## src/hw/rtl/sbtc_pkg.sv

```systemverilog
// shared constants, register indexes and arctangent table for the tone stage
// no dependencies
package sbtc_pkg;

  localparam int SAMPLE_WIDTH_DEF = 24;
  localparam int STATE_WIDTH_DEF  = 40;

  localparam int GAIN_W     = 19;
  localparam int COEF_W     = 32;
  localparam int MUL_BW     = 33;
  localparam int CFG_IDX_W  = 3;
  localparam int CFG_DATA_W = 32;
  localparam int FRAC       = 30;

  // cordic datapath
  localparam int CORDIC_W     = 34;
  localparam int CORDIC_STEPS = 30;
  localparam int STEP_W       = 5;

  localparam logic signed [CORDIC_W-1:0] HALF_PI_Q30  = 34'sd1686629713;
  localparam logic signed [CORDIC_W-1:0] LIMIT_Q30    = 34'sd1073731086;
  localparam logic signed [CORDIC_W-1:0] INV_GAIN_Q30 = 34'sd652032874;

  // register reset values
  localparam logic [GAIN_W-1:0]        GAIN_RST = 19'd65536;
  localparam logic signed [COEF_W-1:0] A0_RST   = 32'sd20646982;
  localparam logic signed [COEF_W-1:0] B1_RST   = -32'sd1612289921;

  typedef enum logic [CFG_IDX_W-1:0] {
    REG_INPUT_GAIN  = 3'd0,
    REG_TREBLE_GAIN = 3'd1,
    REG_BASS_GAIN   = 3'd2,
    REG_TREBLE_A0   = 3'd3,
    REG_TREBLE_B1   = 3'd4,
    REG_BASS_A0     = 3'd5,
    REG_BASS_B1     = 3'd6
  } cfg_idx_t;

  // truncated arctangent of 2^-i in q.30
  function automatic logic [31:0] atan_q30(input logic [STEP_W-1:0] i);
    logic [31:0] r;
    case (i)
      5'd0:  r = 32'h3243F6A8;
      5'd1:  r = 32'h1DAC6705;
      5'd2:  r = 32'h0FADBAFC;
      5'd3:  r = 32'h07F56EA6;
      5'd4:  r = 32'h03FEAB76;
      5'd5:  r = 32'h01FFD55B;
      5'd6:  r = 32'h00FFFAAA;
      5'd7:  r = 32'h007FFF55;
      5'd8:  r = 32'h003FFFEA;
      5'd9:  r = 32'h001FFFFD;
      5'd10: r = 32'h000FFFFF;
      5'd11: r = 32'h0007FFFF;
      5'd12: r = 32'h0003FFFF;
      5'd13: r = 32'h0001FFFF;
      5'd14: r = 32'h0000FFFF;
      5'd15: r = 32'h00007FFF;
      5'd16: r = 32'h00003FFF;
      5'd17: r = 32'h00001FFF;
      5'd18: r = 32'h00000FFF;
      5'd19: r = 32'h000007FF;
      5'd20: r = 32'h000003FF;
      5'd21: r = 32'h000001FF;
      5'd22: r = 32'h000000FF;
      5'd23: r = 32'h0000007F;
      5'd24: r = 32'h0000003F;
      5'd25: r = 32'h0000001F;
      5'd26: r = 32'h0000000F;
      5'd27: r = 32'h00000007;
      5'd28: r = 32'h00000003;
      5'd29: r = 32'h00000001;
      default: r = 32'h00000000;
    endcase
    return r;
  endfunction

endpackage

```

## src/hw/rtl/sbtc_smul.sv

```systemverilog
// bit-serial signed multiplier, one multiplier bit per cycle
// uses sbtc_pkg for the multiplier operand width
module sbtc_smul #(
  parameter int AW = sbtc_pkg::STATE_WIDTH_DEF + 2
) (
  input  logic                                   clk,
  input  logic                                   rst_n,
  input  logic                                   go,
  input  logic signed [AW-1:0]                   a,
  input  logic signed [sbtc_pkg::MUL_BW-1:0]     b,
  output logic                                   done,
  output logic signed [AW+sbtc_pkg::MUL_BW-1:0]  prod
);

  localparam int BW = sbtc_pkg::MUL_BW;
  localparam int PW = AW + BW;
  localparam int CNT_W = $clog2(BW);

  logic signed [PW-1:0] acc_r;
  logic signed [PW-1:0] mc_r;
  logic [BW-1:0]        mp_r;
  logic [CNT_W-1:0]     cnt_r;
  logic                 busy_r;
  logic                 done_r;

  // control
  always_ff @(posedge clk) begin
    if (!rst_n) begin
      busy_r <= 1'b0;
      done_r <= 1'b0;
      cnt_r  <= '0;
    end else begin
      done_r <= 1'b0;
      if (go) begin
        busy_r <= 1'b1;
        cnt_r  <= '0;
      end else if (busy_r) begin
        cnt_r <= cnt_r + 1'b1;
        if (cnt_r == CNT_W'(BW - 1)) begin
          busy_r <= 1'b0;
          done_r <= 1'b1;
        end
      end
    end
  end

  // shift-add, top bit carries negative weight
  always_ff @(posedge clk) begin
    if (go) begin
      acc_r <= '0;
      mc_r  <= PW'(a);
      mp_r  <= b;
    end else if (busy_r) begin
      if (mp_r[0]) begin
        if (cnt_r == CNT_W'(BW - 1)) begin
          acc_r <= acc_r - mc_r;
        end else begin
          acc_r <= acc_r + mc_r;
        end
      end
      mc_r <= mc_r <<< 1;
      mp_r <= mp_r >> 1;
    end
  end

  assign done = done_r;
  assign prod = acc_r;

endmodule

```

## src/hw/rtl/stereo_baxandall_tone_stage_top.sv

```systemverilog
// stereo tone stage: sine drive, two lowpass biquads, gain mix, arcsine
// uses sbtc_pkg and sbtc_smul
// work per channel: ten products on the bit-serial multiplier, 30 sine steps,
//   31 root steps and 30 arcsine steps; one pair is processed at a time
// flow: the next request is taken while a result waits in the output register
// reset: synchronous active low; clears control, filter state and registers
module stereo_baxandall_tone_stage_top #(
  parameter int SAMPLE_WIDTH = sbtc_pkg::SAMPLE_WIDTH_DEF,
  parameter int STATE_WIDTH  = sbtc_pkg::STATE_WIDTH_DEF
) (
  input  logic                                 clk,
  input  logic                                 rst_n,
  input  logic                                 in_valid,
  output logic                                 in_stall,
  input  logic signed [SAMPLE_WIDTH-1:0]       in_left_in,
  input  logic signed [SAMPLE_WIDTH-1:0]       in_right_in,
  output logic                                 out_valid,
  input  logic                                 out_stall,
  output logic signed [SAMPLE_WIDTH-1:0]       out_left_out,
  output logic signed [SAMPLE_WIDTH-1:0]       out_right_out,
  input  logic                                 cfg_valid,
  output logic                                 cfg_ready,
  input  logic [sbtc_pkg::CFG_IDX_W-1:0]       cfg_index,
  input  logic [sbtc_pkg::CFG_DATA_W-1:0]      cfg_data
);

  localparam int CW   = sbtc_pkg::CORDIC_W;
  localparam int BW   = sbtc_pkg::MUL_BW;
  localparam int GW   = sbtc_pkg::GAIN_W;
  localparam int KW   = sbtc_pkg::COEF_W;
  localparam int AW   = STATE_WIDTH + 2;
  localparam int PW   = AW + BW;
  localparam int IW   = STATE_WIDTH + 4;
  localparam int SUMW = STATE_WIDTH + 6;
  localparam int OSH  = 32 - SAMPLE_WIDTH;
  localparam int DSH  = SAMPLE_WIDTH - 15;
  localparam int RW   = 62;

  localparam logic signed [IW-1:0] ST_MAX = IW'((64'sd1 <<< (STATE_WIDTH - 1)) - 64'sd1);
  localparam logic signed [IW-1:0] ST_MIN = -ST_MAX - IW'(1);
  localparam logic signed [CW-1:0] OUT_MAX = CW'((64'sd1 <<< (SAMPLE_WIDTH - 1)) - 64'sd1);
  localparam logic signed [CW-1:0] OUT_MIN = -OUT_MAX - CW'(1);
  localparam logic signed [CW-1:0] RND =
    (OSH > 0) ? (CW'(1) <<< ((OSH > 0) ? OSH - 1 : 0)) : '0;
  localparam logic signed [PW-1:0] DRV_MAX = PW'(sbtc_pkg::HALF_PI_Q30);
  localparam logic signed [PW-1:0] DRV_MIN = -DRV_MAX;
  localparam logic signed [SUMW-1:0] SUM_MAX = SUMW'(sbtc_pkg::LIMIT_Q30);
  localparam logic signed [SUMW-1:0] SUM_MIN = -SUM_MAX;
  localparam logic [RW-1:0] ONE_Q60 = RW'(1) << 60;
  localparam logic signed [34:0] ONE_Q30_W = 35'sd1073741824;
  localparam logic signed [34:0] B2_MAX = 35'sd2147483647;
  localparam logic signed [34:0] B2_MIN = -35'sd2147483648;
  localparam logic [sbtc_pkg::STEP_W-1:0] LAST_STEP =
    sbtc_pkg::STEP_W'(sbtc_pkg::CORDIC_STEPS - 1);

  typedef enum logic [3:0] {
    S_IDLE, S_DRIVE, S_SIN, S_LP_P, S_LP_Y1, S_LP_Y2,
    S_GAIN, S_SQ, S_SQRT, S_ASIN, S_WAIT
  } state_t;

  function automatic logic signed [STATE_WIDTH-1:0] sat_st(input logic signed [IW-1:0] v);
    logic signed [IW-1:0] r;
    r = v;
    if (v > ST_MAX) r = ST_MAX;
    if (v < ST_MIN) r = ST_MIN;
    return r[STATE_WIDTH-1:0];
  endfunction

  // configuration registers
  logic [GW-1:0]        ig_r, tg_r, bg_r;
  logic signed [KW-1:0] ta0_r, tb1_r, ba0_r, bb1_r;

  assign cfg_ready = 1'b1;

  always_ff @(posedge clk) begin
    if (!rst_n) begin
      ig_r  <= sbtc_pkg::GAIN_RST;
      tg_r  <= sbtc_pkg::GAIN_RST;
      bg_r  <= sbtc_pkg::GAIN_RST;
      ta0_r <= sbtc_pkg::A0_RST;
      tb1_r <= sbtc_pkg::B1_RST;
      ba0_r <= sbtc_pkg::A0_RST;
      bb1_r <= sbtc_pkg::B1_RST;
    end else if (cfg_valid) begin
      case (cfg_index)
        sbtc_pkg::REG_INPUT_GAIN:  ig_r  <= cfg_data[GW-1:0];
        sbtc_pkg::REG_TREBLE_GAIN: tg_r  <= cfg_data[GW-1:0];
        sbtc_pkg::REG_BASS_GAIN:   bg_r  <= cfg_data[GW-1:0];
        sbtc_pkg::REG_TREBLE_A0:   ta0_r <= $signed(cfg_data[KW-1:0]);
        sbtc_pkg::REG_TREBLE_B1:   tb1_r <= $signed(cfg_data[KW-1:0]);
        sbtc_pkg::REG_BASS_A0:     ba0_r <= $signed(cfg_data[KW-1:0]);
        sbtc_pkg::REG_BASS_B1:     bb1_r <= $signed(cfg_data[KW-1:0]);
        default: ;
      endcase
    end
  end

  // control and datapath registers
  state_t state_r;
  logic   ch_r, fsel_r, gsel_r, tog_r, out_valid_r;
  logic signed [SAMPLE_WIDTH-1:0] xl_r, xr_r, ol_r, or_r, left_out_r, right_out_r;
  logic signed [CW-1:0] cx_r, cy_r, cz_r, s_r, sc_r;
  logic [sbtc_pkg::STEP_W-1:0] it_r;
  logic signed [STATE_WIDTH-1:0] y_r, lh_r, lb_r, rd0_r, rd1_r;
  logic signed [PW-1:0] p_r;
  logic signed [SUMW-1:0] sum_r;
  logic [RW-1:0] n_r, res_r, bit_r;

  // shared serial multiplier
  logic                 mul_go_r;
  logic signed [AW-1:0] mul_a_r;
  logic signed [BW-1:0] mul_b_r;
  logic                 mul_done;
  logic signed [PW-1:0] mul_prod;

  sbtc_smul #(.AW(AW)) u_mul (
    .clk   (clk),
    .rst_n (rst_n),
    .go    (mul_go_r),
    .a     (mul_a_r),
    .b     (mul_b_r),
    .done  (mul_done),
    .prod  (mul_prod)
  );

  // coefficient selection and derived b2
  logic signed [KW-1:0] a0_sel, b1_sel, b2_sel;
  logic signed [34:0]   b2_w;

  always_comb begin
    a0_sel = fsel_r ? ba0_r : ta0_r;
    b1_sel = fsel_r ? bb1_r : tb1_r;
    b2_w   = (35'(a0_sel) <<< 2) - ONE_Q30_W - 35'(b1_sel);
    if (b2_w > B2_MAX) begin
      b2_sel = B2_MAX[KW-1:0];
    end else if (b2_w < B2_MIN) begin
      b2_sel = B2_MIN[KW-1:0];
    end else begin
      b2_sel = b2_w[KW-1:0];
    end
  end

  // filter state memory: {filter, bank, channel, stage}
  logic signed [STATE_WIDTH-1:0] st_mem [16];
  logic [15:0]                   st_vld_r;
  logic                          mem_we;
  logic [3:0]                    mem_wa, rd_a0, rd_a1;
  logic signed [STATE_WIDTH-1:0] mem_wd, st0_nxt, st1_nxt, y_nxt;

  assign rd_a0 = {fsel_r, ~tog_r, ch_r, 1'b0};
  assign rd_a1 = {fsel_r, ~tog_r, ch_r, 1'b1};

  always_comb begin
    y_nxt   = sat_st(IW'(mul_prod >>> 30) + IW'(rd0_r));
    st0_nxt = sat_st(IW'(p_r >>> 29) - IW'(mul_prod >>> 30) + IW'(rd1_r));
    st1_nxt = sat_st(IW'(p_r >>> 30) - IW'(mul_prod >>> 30));
    mem_we  = 1'b0;
    mem_wa  = rd_a0;
    mem_wd  = st0_nxt;
    if (state_r == S_LP_Y1 && mul_done) begin
      mem_we = 1'b1;
    end
    if (state_r == S_LP_Y2 && mul_done) begin
      mem_we = 1'b1;
      mem_wa = rd_a1;
      mem_wd = st1_nxt;
    end
  end

  always_ff @(posedge clk) begin
    if (mem_we) begin
      st_mem[mem_wa] <= mem_wd;
    end
    rd0_r <= st_vld_r[rd_a0] ? st_mem[rd_a0] : '0;
    rd1_r <= st_vld_r[rd_a1] ? st_mem[rd_a1] : '0;
  end

  always_ff @(posedge clk) begin
    if (!rst_n) begin
      st_vld_r <= '0;
    end else if (mem_we) begin
      st_vld_r[mem_wa] <= 1'b1;
    end
  end

  // cordic step, rotation for sine and vectoring for arcsine
  logic signed [CW-1:0] dx, dy, at, cx_nxt, cy_nxt, cz_nxt;

  always_comb begin
    dx = cy_r >>> it_r;
    dy = cx_r >>> it_r;
    at = $signed(CW'(sbtc_pkg::atan_q30(it_r)));
    if (state_r == S_SIN) begin
      if (!cz_r[CW-1]) begin
        cx_nxt = cx_r - dx;
        cy_nxt = cy_r + dy;
        cz_nxt = cz_r - at;
      end else begin
        cx_nxt = cx_r + dx;
        cy_nxt = cy_r - dy;
        cz_nxt = cz_r + at;
      end
    end else begin
      if (!cy_r[CW-1]) begin
        cx_nxt = cx_r + dx;
        cy_nxt = cy_r - dy;
        cz_nxt = cz_r + at;
      end else begin
        cx_nxt = cx_r - dx;
        cy_nxt = cy_r + dy;
        cz_nxt = cz_r - at;
      end
    end
  end

  // drive clamp, sum clamp, root step and output rounding
  logic signed [PW-1:0]   drv;
  logic signed [CW-1:0]   ang, zr, zs, oval_w;
  logic signed [SUMW-1:0] sum_w, sum_c;
  logic signed [CW-1:0]   mag;
  logic [RW-1:0]          rb, res_nxt, n_nxt;
  logic signed [SAMPLE_WIDTH-1:0] oval;

  always_comb begin
    drv = mul_prod >>> DSH;
    if (drv > DRV_MAX) begin
      ang = sbtc_pkg::HALF_PI_Q30;
    end else if (drv < DRV_MIN) begin
      ang = -sbtc_pkg::HALF_PI_Q30;
    end else begin
      ang = drv[CW-1:0];
    end

    sum_w = sum_r + SUMW'(mul_prod >>> 16);
    sum_c = sum_w;
    if (sum_w > SUM_MAX) sum_c = SUM_MAX;
    if (sum_w < SUM_MIN) sum_c = SUM_MIN;
    mag = sum_c[SUMW-1] ? -sum_c[CW-1:0] : sum_c[CW-1:0];

    rb = res_r + bit_r;
    if (n_r >= rb) begin
      n_nxt   = n_r - rb;
      res_nxt = (res_r >> 1) + bit_r;
    end else begin
      n_nxt   = n_r;
      res_nxt = res_r >> 1;
    end

    zr = cz_nxt + RND;
    zs = zr >>> OSH;
    oval_w = zs;
    if (zs > OUT_MAX) oval_w = OUT_MAX;
    if (zs < OUT_MIN) oval_w = OUT_MIN;
    oval = oval_w[SAMPLE_WIDTH-1:0];
  end

  // sequencer
  always_ff @(posedge clk) begin
    if (!rst_n) begin
      state_r     <= S_IDLE;
      out_valid_r <= 1'b0;
      mul_go_r    <= 1'b0;
      tog_r       <= 1'b0;
      ch_r        <= 1'b0;
      fsel_r      <= 1'b0;
      gsel_r      <= 1'b0;
      it_r        <= '0;
    end else begin
      mul_go_r    <= 1'b0;
      out_valid_r <= out_valid_r & out_stall;
      case (state_r)
        S_IDLE: begin
          if (in_valid) begin
            xl_r     <= in_left_in;
            xr_r     <= in_right_in;
            ch_r     <= 1'b0;
            mul_a_r  <= AW'(in_left_in);
            mul_b_r  <= $signed(BW'(ig_r));
            mul_go_r <= 1'b1;
            state_r  <= S_DRIVE;
          end
        end
        S_DRIVE: begin
          if (mul_done) begin
            cx_r    <= sbtc_pkg::INV_GAIN_Q30;
            cy_r    <= '0;
            cz_r    <= ang;
            it_r    <= '0;
            state_r <= S_SIN;
          end
        end
        S_SIN: begin
          cx_r <= cx_nxt;
          cy_r <= cy_nxt;
          cz_r <= cz_nxt;
          it_r <= it_r + 1'b1;
          if (it_r == LAST_STEP) begin
            s_r      <= cy_nxt;
            fsel_r   <= 1'b0;
            mul_a_r  <= AW'(cy_nxt);
            mul_b_r  <= BW'(ta0_r);
            mul_go_r <= 1'b1;
            state_r  <= S_LP_P;
          end
        end
        S_LP_P: begin
          if (mul_done) begin
            p_r      <= mul_prod;
            y_r      <= y_nxt;
            mul_a_r  <= AW'(y_nxt);
            mul_b_r  <= BW'(b1_sel);
            mul_go_r <= 1'b1;
            state_r  <= S_LP_Y1;
          end
        end
        S_LP_Y1: begin
          if (mul_done) begin
            mul_a_r  <= AW'(y_r);
            mul_b_r  <= BW'(b2_sel);
            mul_go_r <= 1'b1;
            state_r  <= S_LP_Y2;
          end
        end
        S_LP_Y2: begin
          if (mul_done) begin
            mul_go_r <= 1'b1;
            if (!fsel_r) begin
              lh_r    <= y_r;
              fsel_r  <= 1'b1;
              mul_a_r <= AW'(s_r);
              mul_b_r <= BW'(ba0_r);
              state_r <= S_LP_P;
            end else begin
              lb_r    <= y_r;
              gsel_r  <= 1'b0;
              mul_a_r <= AW'(s_r) - AW'(lh_r);
              mul_b_r <= $signed(BW'(tg_r));
              state_r <= S_GAIN;
            end
          end
        end
        S_GAIN: begin
          if (mul_done) begin
            mul_go_r <= 1'b1;
            if (!gsel_r) begin
              sum_r   <= SUMW'(mul_prod >>> 16);
              gsel_r  <= 1'b1;
              mul_a_r <= AW'(lb_r);
              mul_b_r <= $signed(BW'(bg_r));
            end else begin
              sc_r    <= sum_c[CW-1:0];
              mul_a_r <= AW'(mag);
              mul_b_r <= BW'(mag);
              state_r <= S_SQ;
            end
          end
        end
        S_SQ: begin
          if (mul_done) begin
            n_r     <= ONE_Q60 - RW'(mul_prod);
            res_r   <= '0;
            bit_r   <= ONE_Q60;
            state_r <= S_SQRT;
          end
        end
        S_SQRT: begin
          n_r   <= n_nxt;
          res_r <= res_nxt;
          bit_r <= bit_r >> 2;
          if (bit_r == RW'(1)) begin
            cx_r    <= $signed(res_nxt[CW-1:0]);
            cy_r    <= sc_r;
            cz_r    <= '0;
            it_r    <= '0;
            state_r <= S_ASIN;
          end
        end
        S_ASIN: begin
          cx_r <= cx_nxt;
          cy_r <= cy_nxt;
          cz_r <= cz_nxt;
          it_r <= it_r + 1'b1;
          if (it_r == LAST_STEP) begin
            if (!ch_r) begin
              ol_r     <= oval;
              ch_r     <= 1'b1;
              mul_a_r  <= AW'(xr_r);
              mul_b_r  <= $signed(BW'(ig_r));
              mul_go_r <= 1'b1;
              state_r  <= S_DRIVE;
            end else begin
              or_r    <= oval;
              state_r <= S_WAIT;
            end
          end
        end
        S_WAIT: begin
          if (!out_valid_r || !out_stall) begin
            out_valid_r <= 1'b1;
            left_out_r  <= ol_r;
            right_out_r <= or_r;
            tog_r       <= ~tog_r;
            state_r     <= S_IDLE;
          end
        end
        default: state_r <= S_IDLE;
      endcase
    end
  end

  assign in_stall      = (state_r != S_IDLE);
  assign out_valid     = out_valid_r;
  assign out_left_out  = left_out_r;
  assign out_right_out = right_out_r;

endmodule

```

## config.mk

```make
export PLATFORM = sky130hd
export DESIGN_NAME = stereo_baxandall_tone_stage_top
export DESIGN_NICKNAME = d
export VERILOG_FILES = /design/src/hw/rtl/sbtc_pkg.sv /design/src/hw/rtl/sbtc_smul.sv /design/src/hw/rtl/stereo_baxandall_tone_stage_top.sv
export SDC_FILE = /design/constraint.sdc
export NUM_CORES = 2
export LEC_CHECK = 0
export BUFFER_PORTS_ARGS = -buffer_cell sky130_fd_sc_hd__buf_2
export CAP_MARGIN = 20
export CORE_ASPECT_RATIO = 1.25
export CORE_MARGIN = 3
export CORE_UTILIZATION = 40
export DETAILED_ROUTE_END_ITERATION = 16
export SLEW_MARGIN = 10
export SYNTH_ARGS = -nofsm -noshare
export SYNTH_HDL_FRONTEND = slang
export SYNTH_SLANG_ARGS = --single-unit
```

## constraint.sdc

```tcl
create_clock -name clk -period 12 [get_ports clk]
set_input_delay 0.6 -clock clk [delete_from_list [all_inputs] [get_ports clk]]
set_output_delay 0.6 -clock clk [all_outputs]
set_load 0.02 [all_outputs]
```

==> results.toml <==
[timing]
unrepaired_setup_endpoints_after_global_routing = "no"
worst_slew_pin_slew_ns = 1.212
setup_viol = 0
fin_setup_tns_ns = 0
max_freq_ghz = 0.1186
hold_fails_final_rpt = 0
finalWorstPathRequiredPeriod_ns = 8.431
slew_headroom = 0.1845
finalCritPeriodShare = 0.7026
clock-skew-final_ns = 0.1217
drv_slew = 0

[global_routing]
grt_remaining_overflow = 0
grt_pass1_vias = 89920
largest_net_degree_at_the_start_of_global_routing = 116
global_route_wire_length_before_repair_um = 590400
grt_use_total = 0.2611
number_of_antenna_violations_at_the_first_check_in_global_routing = 13

[power_and_ir_drop]
vdd.ir_drop.worst_mv = 0.1649
power.leakage_nw = 48.65
power-per-cell-area_mw_per_mm2 = 210.4

[logic_synthesis]
fraction_of_the_yosys_area_taken_by_sequential_cells = 0.4515
synthesis.area_sq_mm = 0.1164
yosysUniqueCellTypes = 107
ys_async_sr_fraction = 0
avgSynthCellArea_sq_um = 10.06
post_synth_inst_count = 11570
synthFlopType = "sky130_fd_sc_hd__edfxtp_1"
synthesis.yosys.warnings = 0
synth_edf_count = 1478
synth-seq-cells = 1887
synth.net_count = 12410

[hold_path]
hold_path.class = "in2reg"
min_to = "mul_a_r[11]"
worst_hold_startpoint = "in_left_in[11]"
hold-path-cell-count = 2

[detailed_routing]
routed_wire_length_per_instance_um = 25.82
drt-pass1-iter-count = 8
totalWireLength_um = 402100
detail-route-antenna-nets = 0
initialDrtViolationCount = 9627
via_count = 93230
post_drt_via_cell_ratio = 5.986
drc_errors = 0

[critical_path]
regToRegSetupSlack_ns = 3.57
r2r.worst_path.cells = 27
cp_data_arrival_time_ns = 9.07
crit_required_ns = 12.64
timing.critical_path.fanout_max = 10
worstSetupStartpointType = "flip-flop"
reg2reg_from = "u_mul.prod[16]"
timing.setup.critical_path_class = "reg2reg"
cp_slowest_stage_delay_ns = 0.73
worst_setup_path_end_kind = "flip-flop"
crit_slowest_cell = "sky130_fd_sc_hd__nor4bb_1"
most_frequent_cell_on_the_critical_path = "sky130_fd_sc_hd__nand2_1"
critPathTopFamily = "simple AND/OR/NAND/NOR gates"
critical_path.reg2reg.endpoint = "mul_b_r[22]"
timing.critical_path.buf_inv = 1

[die]
rows = 220
fp.dieW_um = 488.6
design.die.area_sq_mm = 0.2976
floorplan.initialDensity = 0.4036
die_y_um = 609.2
core-area_sq_mm = 0.2885
num_io_pins = 139

[layout]
finalCoreUtilization = 0.4490
finish.net_count = 12460
nFillCells = 26890
drive_gt1_frac = 0.1002
layout-area-overhead-vs-synth_pct = 11.26

[clock_network]
cts_tree = "done"
ctsRootBufferMaster = "sky130_fd_sc_hd__clkbuf_16"
ctsHtreeMaxLevel = 4
clk_latency_ns = 0.94
cts_sinks = 1887
clock_pin_slew_of_the_registers_on_the_worst_case_setup_and_hold_paths_ns = 0.06
cts.repair_timing.setup_buffer_count = 0
clock_path_buffers = 4
cts_buffers = 206

[placed_design]
gp_congestion = 0.9704
numPortBuffers = 137
dp_hpwl_um = 295600

[run]
timing.max_cap.violations = 0

[run_status]
status = "complete, no violations"
==> cells in the mapped netlist, types with 55 or more instances <==
library cell / count / area share
sky130_fd_sc_hd__nor2b_1: 119 / 0.0064
sky130_fd_sc_hd__buf_1: 75 / 0.0024
sky130_fd_sc_hd__xnor2_1: 444 / 0.033
sky130_fd_sc_hd__inv_1: 631 / 0.020
sky130_fd_sc_hd__edfxtp_1: 1478 / 0.38
sky130_fd_sc_hd__nor4_1: 67 / 0.0036
sky130_fd_sc_hd__a211oi_1: 101 / 0.0065
sky130_fd_sc_hd__mux2i_1: 247 / 0.021
sky130_fd_sc_hd__o31ai_1: 70 / 0.0045
sky130_fd_sc_hd__dfxtp_1: 409 / 0.070
sky130_fd_sc_hd__nand4_1: 90 / 0.0048
sky130_fd_sc_hd__mux4_2: 203 / 0.039
sky130_fd_sc_hd__o21a_1: 121 / 0.0078
sky130_fd_sc_hd__o22ai_1: 108 / 0.0058
sky130_fd_sc_hd__clkbuf_1: 449 / 0.014
sky130_fd_sc_hd__o211ai_1: 55 / 0.0035
sky130_fd_sc_hd__and3_1: 101 / 0.0054
sky130_fd_sc_hd__nor2_1: 1092 / 0.035
sky130_fd_sc_hd__o21bai_1: 74 / 0.0048
sky130_fd_sc_hd__mux2_2: 134 / 0.013
sky130_fd_sc_hd__nand3_1: 242 / 0.010
sky130_fd_sc_hd__a31oi_1: 114 / 0.0061
sky130_fd_sc_hd__fa_1: 55 / 0.0095
sky130_fd_sc_hd__nand2b_1: 133 / 0.0071
sky130_fd_sc_hd__ha_1: 689 / 0.074
sky130_fd_sc_hd__a21o_1: 265 / 0.017
sky130_fd_sc_hd__a221oi_1: 57 / 0.0043
sky130_fd_sc_hd__o21ai_0: 568 / 0.024
sky130_fd_sc_hd__nand2_1: 1138 / 0.037
sky130_fd_sc_hd__a21oi_1: 996 / 0.043
sky130_fd_sc_hd__xor2_1: 286 / 0.022
sky130_fd_sc_hd__nor3_1: 197 / 0.0085
sky130_fd_sc_hd__or3_1: 70 / 0.0038
==> kinds of logic after synthesis <==
| logic type | count (synthesis) | synth area share |
|---|---|---|
| xor+xnor | 730 | 0.05491 |
| simple gates | 3443 | 0.1347 |
| compound gates | 3006 | 0.1635 |
| fa+ha+maj | 744 | 0.08350 |
| other cells | 1 | 0.00003221 |
| buf+inv | 1178 | 0.03836 |
| mux | 584 | 0.07346 |
| flops | 1887 | 0.4515 |
==> registers in the layout (all words and copies together), names as in the netlist, 34 cells and up <==
register / count
st_mem: 640
u_mul.mc_r: 75
u_mul.prod: 75
n_r: 62
res_r: 62
sum_r: 46
p_r: 45
mul_a_r: 41
lb_r: 40
lh_r: 40
rd0_r: 40
rd1_r: 40
y_r: 40
cx_r: 34
cy_r: 34
cz_r: 34
s_r: 34
sc_r: 34
==> layer usage <==
layer / up-vias / global-route usage / share of wire
met3: 773 / 0.03300 / 0.066
met5: - / 0 / 0.00017
met4: 10 / 0.1264 / 0.056
li1: 42620 / - / -
met1: 46120 / 0.3391 / 0.41
met2: 3705 / 0.4301 / 0.47
==> final cells by class <==
| type | instances | area (sq um) | share of cell area |
|---|---|---|---|
| diodes | 6 | 15.01 | 0.0001159 |
| clock buffers | 261 | 5717 | 0.04413 |
| clock inverters | 115 | 1375 | 0.01062 |
| inverters | 635 | 2389 | 0.01844 |
| multi-input cells | 8508 | 59890 | 0.4624 |
| flip-flops and latches | 1887 | 52600 | 0.4060 |
| well taps | 3774 | 4722 | 0.03645 |
| repair buffers | 388 | 2828 | 0.02183 |
==> what timing repair did <==
| action | CTS | global route |
|---|---|---|
| endpoints found under the hold margin | 198 | 0 |
| hold buffers | 58 | 0 |
| gates resized for setup | 0 | 0 |
==> cell usage in the layout, fill, tap and decap left out, drive strengths merged, types with 114 or more instances in the layout <==
cell type | synthesis | layout
a21o | 265 | 265
o21ai | 594 | 594
nand2b | 133 | 133
inv | 632 | 643
dfxtp | 409 | 409
mux2 | 134 | 134
nor3 | 197 | 197
nand2 | 1139 | 1139
mux2i | 247 | 247
a21oi | 1000 | 1000
buf | 94 | 324
ha | 689 | 689
mux4 | 203 | 203
o21a | 121 | 121
xnor2 | 444 | 444
a31oi | 114 | 114
nand3 | 243 | 243
nor2 | 1092 | 1092
xor2 | 286 | 286
nor2b | 119 | 119
clkbuf | 449 | 267
edfxtp | 1478 | 1478
==> worst max-delay path by stage <==
stage                        start           to  slack [ns]  cells after the start
global placement          bit_r[0]     cx_r[21]        3.82                     30
global route        u_mul.prod[16]  mul_b_r[28]        3.09                     27
finish              u_mul.prod[16]  mul_b_r[22]        3.57                     27
CTS                       bit_r[0]     cx_r[21]        3.77                     30
floorplan                    rst_n      cx_r[0]        0.31                      4
detailed placement        bit_r[0]     cx_r[29]        3.81                     29
==> power by group <==
part	internal (mW)	switching, mW
Clock	3.91	2.79
Combinational	3.75	7.53
Sequential	8.64	0.645
==> metrics by stage <==
step	power, mW	hold WS (ns)	instances	setup WS [ns]	area, sq um
floorplan	16.42	0.4003	11570	0.3149	116400
global route	28.54	0.01907	15570	3.091	129500
detailed placement	20.32	0.4045	15110	3.813	121600
CTS	27.09	0.0004673	15550	3.772	129300
finish	27.26	0.06026	15570	3.569	129500
global placement	20.15	0.4013	15110	3.821	121600
(Power assumes the default switching activity.)
